[src/design/ops_pkg.sv]
// ----------------------------------------------------------------------------
// ops_pkg
// widths, register codes and controller/datapath structs for the payoff stats
// ----------------------------------------------------------------------------
package ops_pkg;

	localparam int COUNT_BITS = 24;
	localparam int FRAC_BITS  = 16;
	localparam int DATA_W     = 32;
	localparam int M2_W       = 64;
	localparam int DEN_W      = 2 * COUNT_BITS;
	localparam int DF_W       = FRAC_BITS + 1;
	localparam int DIV_CNT_W  = $clog2(M2_W + 1);
	localparam int CFG_IDX_W  = 2;

	localparam logic [CFG_IDX_W-1:0] CFG_STRIKE   = 2'd0;
	localparam logic [CFG_IDX_W-1:0] CFG_DISCOUNT = 2'd1;
	localparam logic [CFG_IDX_W-1:0] CFG_CALL     = 2'd2;

	localparam logic [DATA_W-1:0] STRIKE_RST = 32'd6553600;
	localparam logic [DF_W-1:0]   DF_RST     = DF_W'(1) << FRAC_BITS;
	localparam logic              CALL_RST   = 1'b1;

	localparam logic [COUNT_BITS-1:0] COUNT_MAX = {COUNT_BITS{1'b1}};

	typedef struct packed {
		logic load_in;
		logic calc_pay;
		logic calc_x;
		logic div_mean;
		logic upd_mean;
		logic calc_d2;
		logic calc_prod;
		logic acc_m2;
		logic calc_den;
		logic div_var;
		logic sqrt_start;
		logic post;
	} ops_cmd_t;

	typedef struct packed {
		logic div_busy;
		logic sqrt_busy;
		logic last_path;
		logic multi;
		logic out_free;
	} ops_sts_t;

endpackage

[src/design/ops_ctrl.sv]
// ----------------------------------------------------------------------------
// ops_ctrl
// sequencer for one path update and the end-of-batch statistics
// ----------------------------------------------------------------------------
module ops_ctrl
	import ops_pkg::*;
(
	input  logic     clk,
	input  logic     arst_n,
	input  logic     in_valid,
	output logic     in_ready,
	input  ops_sts_t sts,
	output ops_cmd_t cmd
);

	typedef enum logic [14:0] {
		ST_IDLE   = 15'h0001,
		ST_PAY    = 15'h0002,
		ST_SCALE  = 15'h0004,
		ST_DELTA  = 15'h0008,
		ST_DIVM   = 15'h0010,
		ST_MEAN   = 15'h0020,
		ST_D2     = 15'h0040,
		ST_PROD   = 15'h0080,
		ST_ACC    = 15'h0100,
		ST_DEN    = 15'h0200,
		ST_VDIV   = 15'h0400,
		ST_VWAIT  = 15'h0800,
		ST_SQST   = 15'h1000,
		ST_SQWAIT = 15'h2000,
		ST_POST   = 15'h4000
	} ctrl_state_t;

	ctrl_state_t state_q;
	ctrl_state_t state_d;

	always_ff @(posedge clk or negedge arst_n) begin
		if (!arst_n)
			state_q <= ST_IDLE;
		else
			state_q <= state_d;
	end

	always_comb begin
		state_d = state_q;
		unique case (state_q)
			ST_IDLE:   if (in_valid) state_d = ST_PAY;
			ST_PAY:    state_d = ST_SCALE;
			ST_SCALE:  state_d = ST_DELTA;
			ST_DELTA:  state_d = ST_DIVM;
			ST_DIVM:   if (!sts.div_busy) state_d = ST_MEAN;
			ST_MEAN:   state_d = ST_D2;
			ST_D2:     state_d = ST_PROD;
			ST_PROD:   state_d = ST_ACC;
			ST_ACC: begin
				if (!sts.last_path)
					state_d = ST_IDLE;
				else if (sts.multi)
					state_d = ST_DEN;
				else
					state_d = ST_POST;
			end
			ST_DEN:    state_d = ST_VDIV;
			ST_VDIV:   state_d = ST_VWAIT;
			ST_VWAIT:  if (!sts.div_busy) state_d = ST_SQST;
			ST_SQST:   state_d = ST_SQWAIT;
			ST_SQWAIT: if (!sts.sqrt_busy) state_d = ST_POST;
			ST_POST:   if (sts.out_free) state_d = ST_IDLE;
			default:   state_d = ST_IDLE;
		endcase
	end

	assign in_ready = state_q == ST_IDLE;

	always_comb begin
		cmd            = '0;
		cmd.load_in    = (state_q == ST_IDLE) && in_valid;
		cmd.calc_pay   = state_q == ST_PAY;
		cmd.calc_x     = state_q == ST_SCALE;
		cmd.div_mean   = state_q == ST_DELTA;
		cmd.upd_mean   = (state_q == ST_DIVM) && !sts.div_busy;
		cmd.calc_d2    = state_q == ST_D2;
		cmd.calc_prod  = state_q == ST_PROD;
		cmd.acc_m2     = state_q == ST_ACC;
		cmd.calc_den   = state_q == ST_DEN;
		cmd.div_var    = state_q == ST_VDIV;
		cmd.sqrt_start = state_q == ST_SQST;
		cmd.post       = (state_q == ST_POST) && sts.out_free;
	end

endmodule

[config.mk]
export PLATFORM = sky130hd
export DESIGN_NAME = ops_ctrl
export DESIGN_NICKNAME = d
export VERILOG_FILES = /design/src/design/ops_pkg.sv /design/src/design/ops_ctrl.sv
export SDC_FILE = /design/constraint.sdc
export NUM_CORES = 1
export LEC_CHECK = 0
export BUFFER_PORTS_ARGS = -buffer_cell sky130_fd_sc_hd__buf_2
export CAP_MARGIN = 20
export CORE_MARGIN = 8
export CORE_UTILIZATION = 35
export DETAILED_ROUTE_END_ITERATION = 10
export GPL_ROUTABILITY_DRIVEN = 0
export HOLD_SLACK_MARGIN = 0.1
export PLACE_DENSITY = 0.58
export SYNTH_ARGS = -nofsm -noshare
export SYNTH_HDL_FRONTEND = slang
export SYNTH_SLANG_ARGS = --single-unit
[constraint.sdc]
create_clock -name clk -period 1.77 [get_ports clk]
set_input_delay 0.177 -clock clk [delete_from_list [all_inputs] [get_ports clk]]
set_output_delay 0.177 -clock clk [all_outputs]
set_load 0.005 [all_outputs]
# Word-level counts from Yosys, hierarchy flattened
# Index checks and enable logic that the tools add are counted.
# word_totals
inputBits	8
regBits	15
out_inout_bits	13
word_cells	34
# op_classes
eq_ne	20
muxes	8
n_reduce_logical	5
# ops
cell	n
$pmux W15 S15	1
$mux W15	7
$eq A15 B1 Y1 const B	1
$eq A15 B10 Y1 const B	1
$eq A15 B11 Y1 const B	1
$eq A15 B12 Y1 const B	1
$eq A15 B13 Y1 const B	1
$eq A15 B14 Y1 const B	1
$eq A15 B15 Y1 const B	1
$eq A15 B2 Y1 const B	1
$eq A15 B3 Y1 const B	1
$eq A15 B4 Y1 const B	1
$eq A15 B5 Y1 const B	1
$eq A15 B6 Y1 const B	1
$eq A15 B7 Y1 const B	1
$eq A15 B8 Y1 const B	1
$eq A15 B9 Y1 const B	1
$ne A2 B2 Y1 const B	5
$reduce_and A5 Y1	1
$logic_and A1 B1 Y1	3
$logic_not A1 Y1	1

# Depth between registers and ports, before layout
# Gate-level depths: netlist of the first run.
# logic_depth
word_depth	3
ltp_mapped	8
depth_no_buf	6

# Worst setup path after synthesis of the first run
# OpenSTA, ideal clock, no wires.
# synth_timing
kind	register to output
from	register state_q[1]
to	output port cmd[6] (netlist bit)
t_arrival_ps	1821
path_buffers	2
setup_slack_ps	-228
required_time_ps	1593
path_stages_with_launch	7
path_cell_list	dfrtp_1 > buf_6 > or4_4 > buf_6 > nor4_2 > nand2b_1 > nor3b_1
# synth_rtl
element	line	rtl
from (decl)	ops_ctrl.sv:34	ctrl_state_t state_q;
from (signal assigned)	ops_ctrl.sv:41	state_q <= state_d;
to (decl)	ops_ctrl.sv:13	output ops_cmd_t cmd

==> results of run 1 <==
[report_power, final]
group          internal, W  total [W]  leakage [nW]  switching [W]
logic             0.000735    0.00132         0.628       0.000580
clock network    0.0000876   0.000203        0.0150       0.000115
registers         0.000388   0.000417         0.203      0.0000290
[area by class of cell]
class / count / area [µm²]
clock buffer: 4 / 26.3
timing repair buffer: 66 / 483
fill: 231 / 1100
tap: 31 / 38.8
sequential: 15 / 378
inverter: 3 / 11.3
multi-input combinational: 89 / 724
[placed cells by master, fill, tap and decap left out, types with 2 or more instances in the layout]
cell type       n
and3_1          6
nand2_1         4
nor4_4          4
o2111ai_1       2
xnor2_1         2
o21ai_0         3
nand2b_1        5
or3_4           2
a21o_1          2
dlygate4sd3_1   2
inv_1           2
nand3_1         4
buf_4          37
and4_4          2
nor2_4          2
buf_2          19
nand3b_1        2
and2_1          2
xor2_1          2
buf_6           8
dfrtp_1        13
nor2_1         16
clkbuf_4        3
nor3b_2         3
nor4_2          3
[kinds of logic after synthesis]
kind of cell           after synthesis  synth area share [%]
XOR/XNOR                             4                  3.48
AND/OR/NAND/NOR                     69                  41.2
AO/OA/AOI/OAI                       16                  11.9
flip-flops                          15                  37.4
buffers and inverters               11                  5.96
[critical path, cell delays in order (launching register included)]
cell	delay (ps)
dfstp_2	390
or4_4	600
buf_6	150
or3_4	370
nor2_1	110
buf_2	120
[through the flow]
| stage | instance area, µm² | total power, W | setup TNS, ps | setup slack [ps] |
|---|---|---|---|---|
| after floorplan | 1050 | 0.000997 | -996 | -183 |
| after global placement | 1320 | 0.00122 | -1200 | -157 |
| after detailed placement | 1320 | 0.00123 | -1430 | -209 |
| after CTS | 1520 | 0.00176 | -5580 | -438 |
| after global routing | 1660 | 0.00203 | -6530 | -469 |
| final | 1660 | 0.00194 | -5000 | -420 |
[per-layer routing]
| metal | share of wire, % | global-route usage [%] | vias to the layer above |
|---|---|---|---|
| met5 | 0 | 0 | - |
| met2 | 51 | 21.3 | 26 |
| met4 | 1.8 | 6.25 | 0 |
| met1 | 43 | 14.8 | 532 |
| li1 | - | - | 542 |
| met3 | 4.3 | 2.72 | 6 |
[how the worst max path moves through the flow]
stage / end / slack, ps
after floorplan: state_q[14]$_DFFE_PN0P_ / -180
after global placement: cmd[5] / -160
after detailed placement: cmd[6] / -210
after CTS: cmd[6] / -440
after global routing: cmd[1] / -470
final: cmd[1] / -420
[what timing repair did]
item / CTS / global route
pin swaps: 9 / 12
gates resized for setup: 13 / 23
endpoints found under the hold margin: 16 / 0
hold buffers: 2 / 0
setup endpoints to repair: 20 / 22
buffers inserted: 14 / 5
==> impl_metrics.ini, run 1 <==
[logic_synthesis]
yosysTopAreaCellShare_pct = 34.8
syn-cell-area_um2 = 1010
yosysTopAreaCell = dfrtp_1
yosysUniqueCellTypes = 39
ys_async_sr_fraction_pct = 100
synth_ff_type = dfrtp_1
syn_area_per_cell_um2 = 8.76
yosysMostFrequentCell = nor2_1
netlist_instances = 115
synthTopCellsByArea = dfrtp_1 (35%), nor2_1 (6.7%), and3_1 (4.3%)
syn_nets = 123
ys_ff_latch = 15
yosys_warnings = 0
synth_edf_count = 0
seq_area_frac_synth_pct = 37.4
ys_top_cells_by_count = nor2_1 (18), dfrtp_1 (14), and3_1 (7)

[die]
start_util_pct = 36.5
core.rowCount = 19
io_pins = 21
core_area_um2 = 2760
dieWidth_um = 69.6
die_y_um = 69.6
dieArea_um2 = 4850

[critical_path]
arrival_ps = 2010
reg2reg_depth = 6
worstPathRequired_ps = 1590
critPathKind = register to output pin
reg2reg_to = state_q[14]$_DFFE_PN0P_
reg2reg_from = state_q[0]$_DFFE_PN1P_
end_kind = output pin
cp-start-kind = register
r2r_slack_ps = -300
startpoint = state_q[0]$_DFFE_PN1P_
crit_fanout = 4

[global_routing]
grt_max_degree = 16
antenna_found_initial = 0
grt_first_pass_wirelength_mm = 5.17
grt_pass1_vias = 1122
track_usage_pct = 12.7
grt.overflow.total = 0

[clock_tree]
h-tree-depth = 1
clock-root-buffer = clkbuf_4
insertion_delay_ps = 290
cts_sinks = 15
clkTransAtPathRegs_ps = 90
clockBufferDepth = 2
cts_tree = done
cts_inserted_buffers = 3

[worst_hold_path]
worstHoldEndpoint = state_q[1]$_DFFE_PN0P_
min_delay_path_depth = 2
min_path_type = primary input to register
holdCritStartpoint = in_valid

[final_layout]
largest-register = state_q
drive_above_1_share_pct = 56.5
largest_reg_flops = 15
nets = 186
area_delta_synth_final_pct = 65.0
n_antenna_cell = 0
fin_util_pct = 60.3
instances_no_fill = 208
largest_registers = state_q (15)

[detailed_routing]
drt_iter0_markers = 62
num_vias = 1106
drc = 0
post_drt_wl_per_cell_um = 15.7
ant_nets = 0
vias_per_cell = 5.32
dr.pass1.iters = 4
totalWireLength_mm = 3.26

[pwr]
leakage_nw = 0.846
power.density_nw_per_um2 = 1160
peakVddDrop_uv = 697

[place]
dpl.hpwl_mm = 2.15
port_buffers = 20
dp_cells = 184

[timing]
slew_headroom_pct = 74.9
whs_ps = 153
finalCriticalPeriod_ps = 2190
finalWorstSetupSlack_ps = -420
fin_crit_sh_pct = 124
rsz0062_at_grt = yes
setup-violations-final = 20
fin_skew_ps = 3.50
tightest_slew_ps = 376
slew_violations = 0
hold_viol_final = 0
fmax_mhz = 457

[flow_run]
max-cap-violations = 0

[run_status]
violations = setup timing
status = complete, but fails checks
Note: power is estimated with default switching activity, not from simulation.
==> inputs of run 2 (changes only) <==
--- a/config.mk
+++ b/config.mk
@@ -13,6 +13,7 @@
 export GPL_ROUTABILITY_DRIVEN = 0
 export HOLD_SLACK_MARGIN = 0.1
 export PLACE_DENSITY = 0.58
+export SETUP_SLACK_MARGIN = 0.1
 export SYNTH_ARGS = -nofsm -noshare
 export SYNTH_HDL_FRONTEND = slang
 export SYNTH_SLANG_ARGS = --single-unit
==> run 2 against run 1 <==
The flow still finishes with violations (setup timing). Utilization unchanged. Die area unchanged. First-iteration DRC count decreased by 37%. Power decreased by 5.8%. Largest power group unchanged. Highest routed layer unchanged.
==> impl_metrics.ini, run 2 (synthesis results as in run 1) <==
[detailed_routing]
totalWireLength_mm = 3.21
vias_per_cell = 5.43
dr.pass1.iters = 4
drt_iter0_markers = 39
drc = 0
post_drt_wl_per_cell_um = 15.4
ant_nets = 0
num_vias = 1129

[die]
io_pins = 21
die_y_um = 69.6
dieArea_um2 = 4850
core.rowCount = 19
core_area_um2 = 2760
dieWidth_um = 69.6
start_util_pct = 36.5

[final_layout]
nets = 186
largest_registers = state_q (15)
largest-register = state_q
instances_no_fill = 208
n_antenna_cell = 0
layout_common_cells = buf_4 (38), buf_2 (20), dfrtp_1 (14)
area_delta_synth_final_pct = 65.0
final_common_cell = buf_4
drive_above_1_share_pct = 57.6
largest_reg_flops = 15

[flow_run]
max-cap-violations = 0

[global_routing]
grt_first_pass_wirelength_mm = 5.02
grt.overflow.total = 0
grt_max_degree = 16
track_usage_pct = 12.2
grt_pass1_vias = 1099
antenna_found_initial = 0

[pwr]
intPower_w = 0.00113
power.density_nw_per_um2 = 1100
combPwrFrac_pct = 65.4
p_seq_share_pct = 23.4
p_switching_w = 0.000694
leakage_nw = 0.845
switching_share_pct = 38.1
clockPowerShare_pct = 11.3
power.total_w = 0.00182
peakVddDrop_uv = 658

[critical_path]
cp-start-kind = register
worstPathRequired_ps = 1590
arrival_ps = 1990
end_kind = output pin
critPathKind = register to output pin
crit_fanout = 5

[clock_tree]
cts_sinks = 15
clock-root-buffer = clkbuf_4
clockBufferDepth = 2
cts_tree = done
h-tree-depth = 1
insertion_delay_ps = 290
cts_inserted_buffers = 3
clkTransAtPathRegs_ps = 90

[worst_hold_path]
min_path_type = primary input to register

[timing]
fin_skew_ps = 1.40
finalWorstSetupSlack_ps = -400
setup-violations-final = 19
fmax_mhz = 461
final.setup.tns_ps = -4780
rsz0062_at_grt = yes
hold_viol_final = 0
tightest_slew_ps = 346
fin_crit_sh_pct = 123
slew_violations = 0
slew_headroom_pct = 76.6
finalCriticalPeriod_ps = 2170

[place]
port_buffers = 20
dp_cells = 188
dpl.hpwl_mm = 2.24

[run_status]
violations = setup timing
status = complete, but fails checks
[run 2: worst paths after layout]
check	endpoint	cells after the start	slack, ps	from
max in group asynchronous	state_q[0]$_DFFE_PN1P_	2	1140	arst_n
setup / recovery	cmd[2]	5	-400	state_q[2]$_DFFE_PN0P_
setup reg to reg	state_q[14]$_DFFE_PN0P_	6	-210	state_q[4]$_DFFE_PN0P_
hold / removal	state_q[1]$_DFFE_PN0P_	2	150	in_valid
min in group asynchronous	state_q[2]$_DFFE_PN0P_	2	320	arst_n
hold reg to reg	state_q[7]$_DFFE_PN0P_	2	640	state_q[7]$_DFFE_PN0P_
[run 2: area by class of cell]
cell class | count | area [µm²]
Multi-Input combinational cell | 89 | 736
Fill cell | 245 | 1100
Inverter | 3 | 11.3
Sequential cell | 15 | 377
Tap cell | 31 | 38.8
Clock buffer | 4 | 26.3
Timing Repair Buffer | 66 | 473
[run 2: worst max-delay path: stages (launching register included)]
cell     delay, ps
dfrtp_1        420
or4_4          560
buf_6          150
nor4_4         240
and3_1         210
buf_2          120
[run 2: power by group through the flow]
stage | clock [W] | sequential (W) | combinational, W
after CTS | 0.000207 | 0.000424 | 0.000975
after floorplan | 0 | 0.000417 | 0.000584
after global placement | 0 | 0.000426 | 0.000824
after global routing | 0.000224 | 0.000428 | 0.00127
after detailed placement | 0 | 0.000430 | 0.000832
final | 0.000205 | 0.000426 | 0.00119
[run 2: stage by stage]
step	setup WS (ps)	hold WS (ps)	utilization (%)	area, µm²
after floorplan	-183	-119	-	1060
after global placement	-174	111	49.1	1350
after detailed placement	-188	111	49.1	1350
after CTS	-421	104	54.7	1510
after global routing	-446	155	60.3	1660
final	-400	146	60.3	1660
[run 2: routing by layer]
layer  global-route usage, %  routed length [µm]  up-vias
li1                        -                   -      539
met1                    14.4                1450      541
met2                    19.8                1530       42
met3                    3.72                 169        7
met4                    5.13                  63        0
met5                       0                   0        -
[run 2: what timing repair did]
action | CTS | global route
gates resized for setup | 12 | 21
pin swaps | 5 | 10
setup buffers | 8 | 6
hold buffers | 1 | 1
setup endpoints to repair | 23 | 25
endpoints found under the hold margin | 15 | 1
==> inputs of run 3 (changes only) <==
--- a/config.mk
+++ b/config.mk
@@ -7,6 +7,7 @@
 export LEC_CHECK = 0
 export BUFFER_PORTS_ARGS = -buffer_cell sky130_fd_sc_hd__buf_2
 export CAP_MARGIN = 20
+export CORE_ASPECT_RATIO = 0.6
 export CORE_MARGIN = 8
 export CORE_UTILIZATION = 35
 export DETAILED_ROUTE_END_ITERATION = 10
==> run 3 against run 2 <==
Via count is 2.1% lower. Critical endpoint unchanged. Wire length is 7.6% higher. Clock skew is 1.3 ps higher. Largest power group unchanged. Die area is 1.2% higher. Clock power is 43% higher. Count of clock-buffer cells in the layout stayed put. Maximum frequency is 2.6% higher. Design area is 1.7% higher. Utilization is 0.15 points higher. The flow still finishes with violations (setup timing). Worst hold slack worse by 12 ps.
==> impl_metrics.ini, run 3 (synthesis results as in run 1) <==
[run_status]
status = complete, but fails checks
violations = setup timing

[worst_hold_path]
min_path_type = primary input to register
min_delay_path_depth = 2

[final_layout]
nets = 184
largest-register = state_q
largest_reg_flops = 15
area_delta_synth_final_pct = 67.7
layout_common_cells = buf_4 (39), buf_2 (18), dfrtp_1 (14)
fin_area_um2 = 1690
largest_registers = state_q (15)
final_common_cell = buf_4
drive_above_1_share_pct = 57.7
n_antenna_cell = 0

[place]
dpl.hpwl_mm = 2.31
placed_area_um2 = 1350
port_buffers = 20
pre_cts_slack_ps = -171

[critical_path]
cp-start-kind = register
crit_fanout = 5
arrival_ps = 1940
worstPathRequired_ps = 1590
r2r_slack_ps = -250
startpoint = state_q[0]$_DFFE_PN1P_
reg2reg_depth = 8
crit_end = cmd[2]
reg2reg_from = state_q[0]$_DFFE_PN1P_
end_kind = output pin
critPathKind = register to output pin
reg2reg_to = state_q[14]$_DFFE_PN0P_

[die]
start_util_pct = 36.0
dieWidth_um = 85.3
core_area_um2 = 2800
die_y_um = 57.6
dieArea_um2 = 4910
io_pins = 21
core.rowCount = 15

[clock_tree]
h-tree-depth = 1
clockBufferDepth = 2
clock-root-buffer = clkbuf_8
cts_tree = done
clkTransAtPathRegs_ps = 70
cts_inserted_buffers = 3
cts_sinks = 15
insertion_delay_ps = 260

[global_routing]
antenna_found_initial = 0
grt.overflow.total = 0
grt_max_degree = 16
grt_first_pass_wirelength_mm = 5.29
track_usage_pct = 13.5
grt_pass1_vias = 1112

[timing]
setup-violations-final = 19
fin_skew_ps = 2.66
slew_violations = 0
finalCriticalPeriod_ps = 2120
rsz0062_at_grt = yes
tightest_slew_ps = 376
fin_crit_sh_pct = 120
whs_ps = 134
slew_headroom_pct = 74.9
hold_viol_final = 0
finalWorstSetupSlack_ps = -345
fmax_mhz = 473

[pwr]
intPower_w = 0.00123
leakage_nw = 0.839
switching_share_pct = 38.5
clockPowerShare_pct = 14.7
power.density_nw_per_um2 = 1190
p_seq_share_pct = 20.8
p_switching_w = 0.000772
combPwrFrac_pct = 64.5
peakVddDrop_uv = 520

[detailed_routing]
totalWireLength_mm = 3.45
num_vias = 1105
ant_nets = 0
dr.pass1.iters = 4
drt_iter0_markers = 62
post_drt_wl_per_cell_um = 16.5
drc = 0
vias_per_cell = 5.29

[flow_run]
max-cap-violations = 0
==> run 3: how the worst min path moves through the flow <==
stage	from	to
global route	sts[0]	state_q[14]$_DFFE_PN0P_
finish	sts[0]	state_q[14]$_DFFE_PN0P_
global placement	arst_n	state_q[14]$_DFFE_PN0P_
detailed placement	arst_n	state_q[14]$_DFFE_PN0P_
floorplan	arst_n	state_q[10]$_DFFE_PN0P_
CTS	sts[0]	state_q[14]$_DFFE_PN0P_
==> run 3: area by class of cell <==
cell class | instances | area [µm²]
fillers | 236 | 1110
multi-input cells | 89 | 744
repair buffers | 64 | 469
flip-flops and latches | 15 | 377
clock buffers | 4 | 45.0
well taps | 34 | 42.5
inverters | 3 | 11.3
==> run 3: per-stage QoR <==
| step | total power, W | setup TNS, ps | util, % | instances |
|---|---|---|---|---|
| after floorplan | 0.00100 | -1000 | - | 115 |
| after global placement | 0.00125 | -1070 | 48.3 | 190 |
| after detailed placement | 0.00128 | -1320 | 48.3 | 190 |
| after CTS | 0.00182 | -3960 | 55.9 | 202 |
| after global routing | 0.00210 | -5630 | 60.4 | 209 |
| final | 0.00200 | -4320 | 60.4 | 209 |
==> run 3: critical path, cell delays in order, from the launching register on <==
cell and delay (ps):
dfstp_2 380, or4_4 600, nor4_4 370, and3_4 250, buf_6 90
==> run 3: power groups by stage <==
stage                     clock network [W]  logic [W]  registers [W]
final                              0.000294    0.00129       0.000417
after global routing               0.000323    0.00136       0.000418
after CTS                          0.000298    0.00110       0.000418
after detailed placement                  0   0.000847       0.000430
after global placement                    0   0.000829       0.000425
after floorplan                           0   0.000584       0.000417
==> run 3: repair_timing <==
action / in CTS / in global routing
setup endpoints to repair: 21 / 21
pin swaps: 12 / 7
resized for setup: 21 / 12
hold buffers: 1 / 0
endpoints found under the hold margin: 14 / 0
buffers inserted: 7 / 8
==> run 3: layer usage <==
layer	vias up	wire, µm	track usage, %
li1	537	-	-
met1	537	1660	16.9
met2	27	1530	20.6
met3	4	234	6.44
met4	0	22	2.48
met5	-	0	0
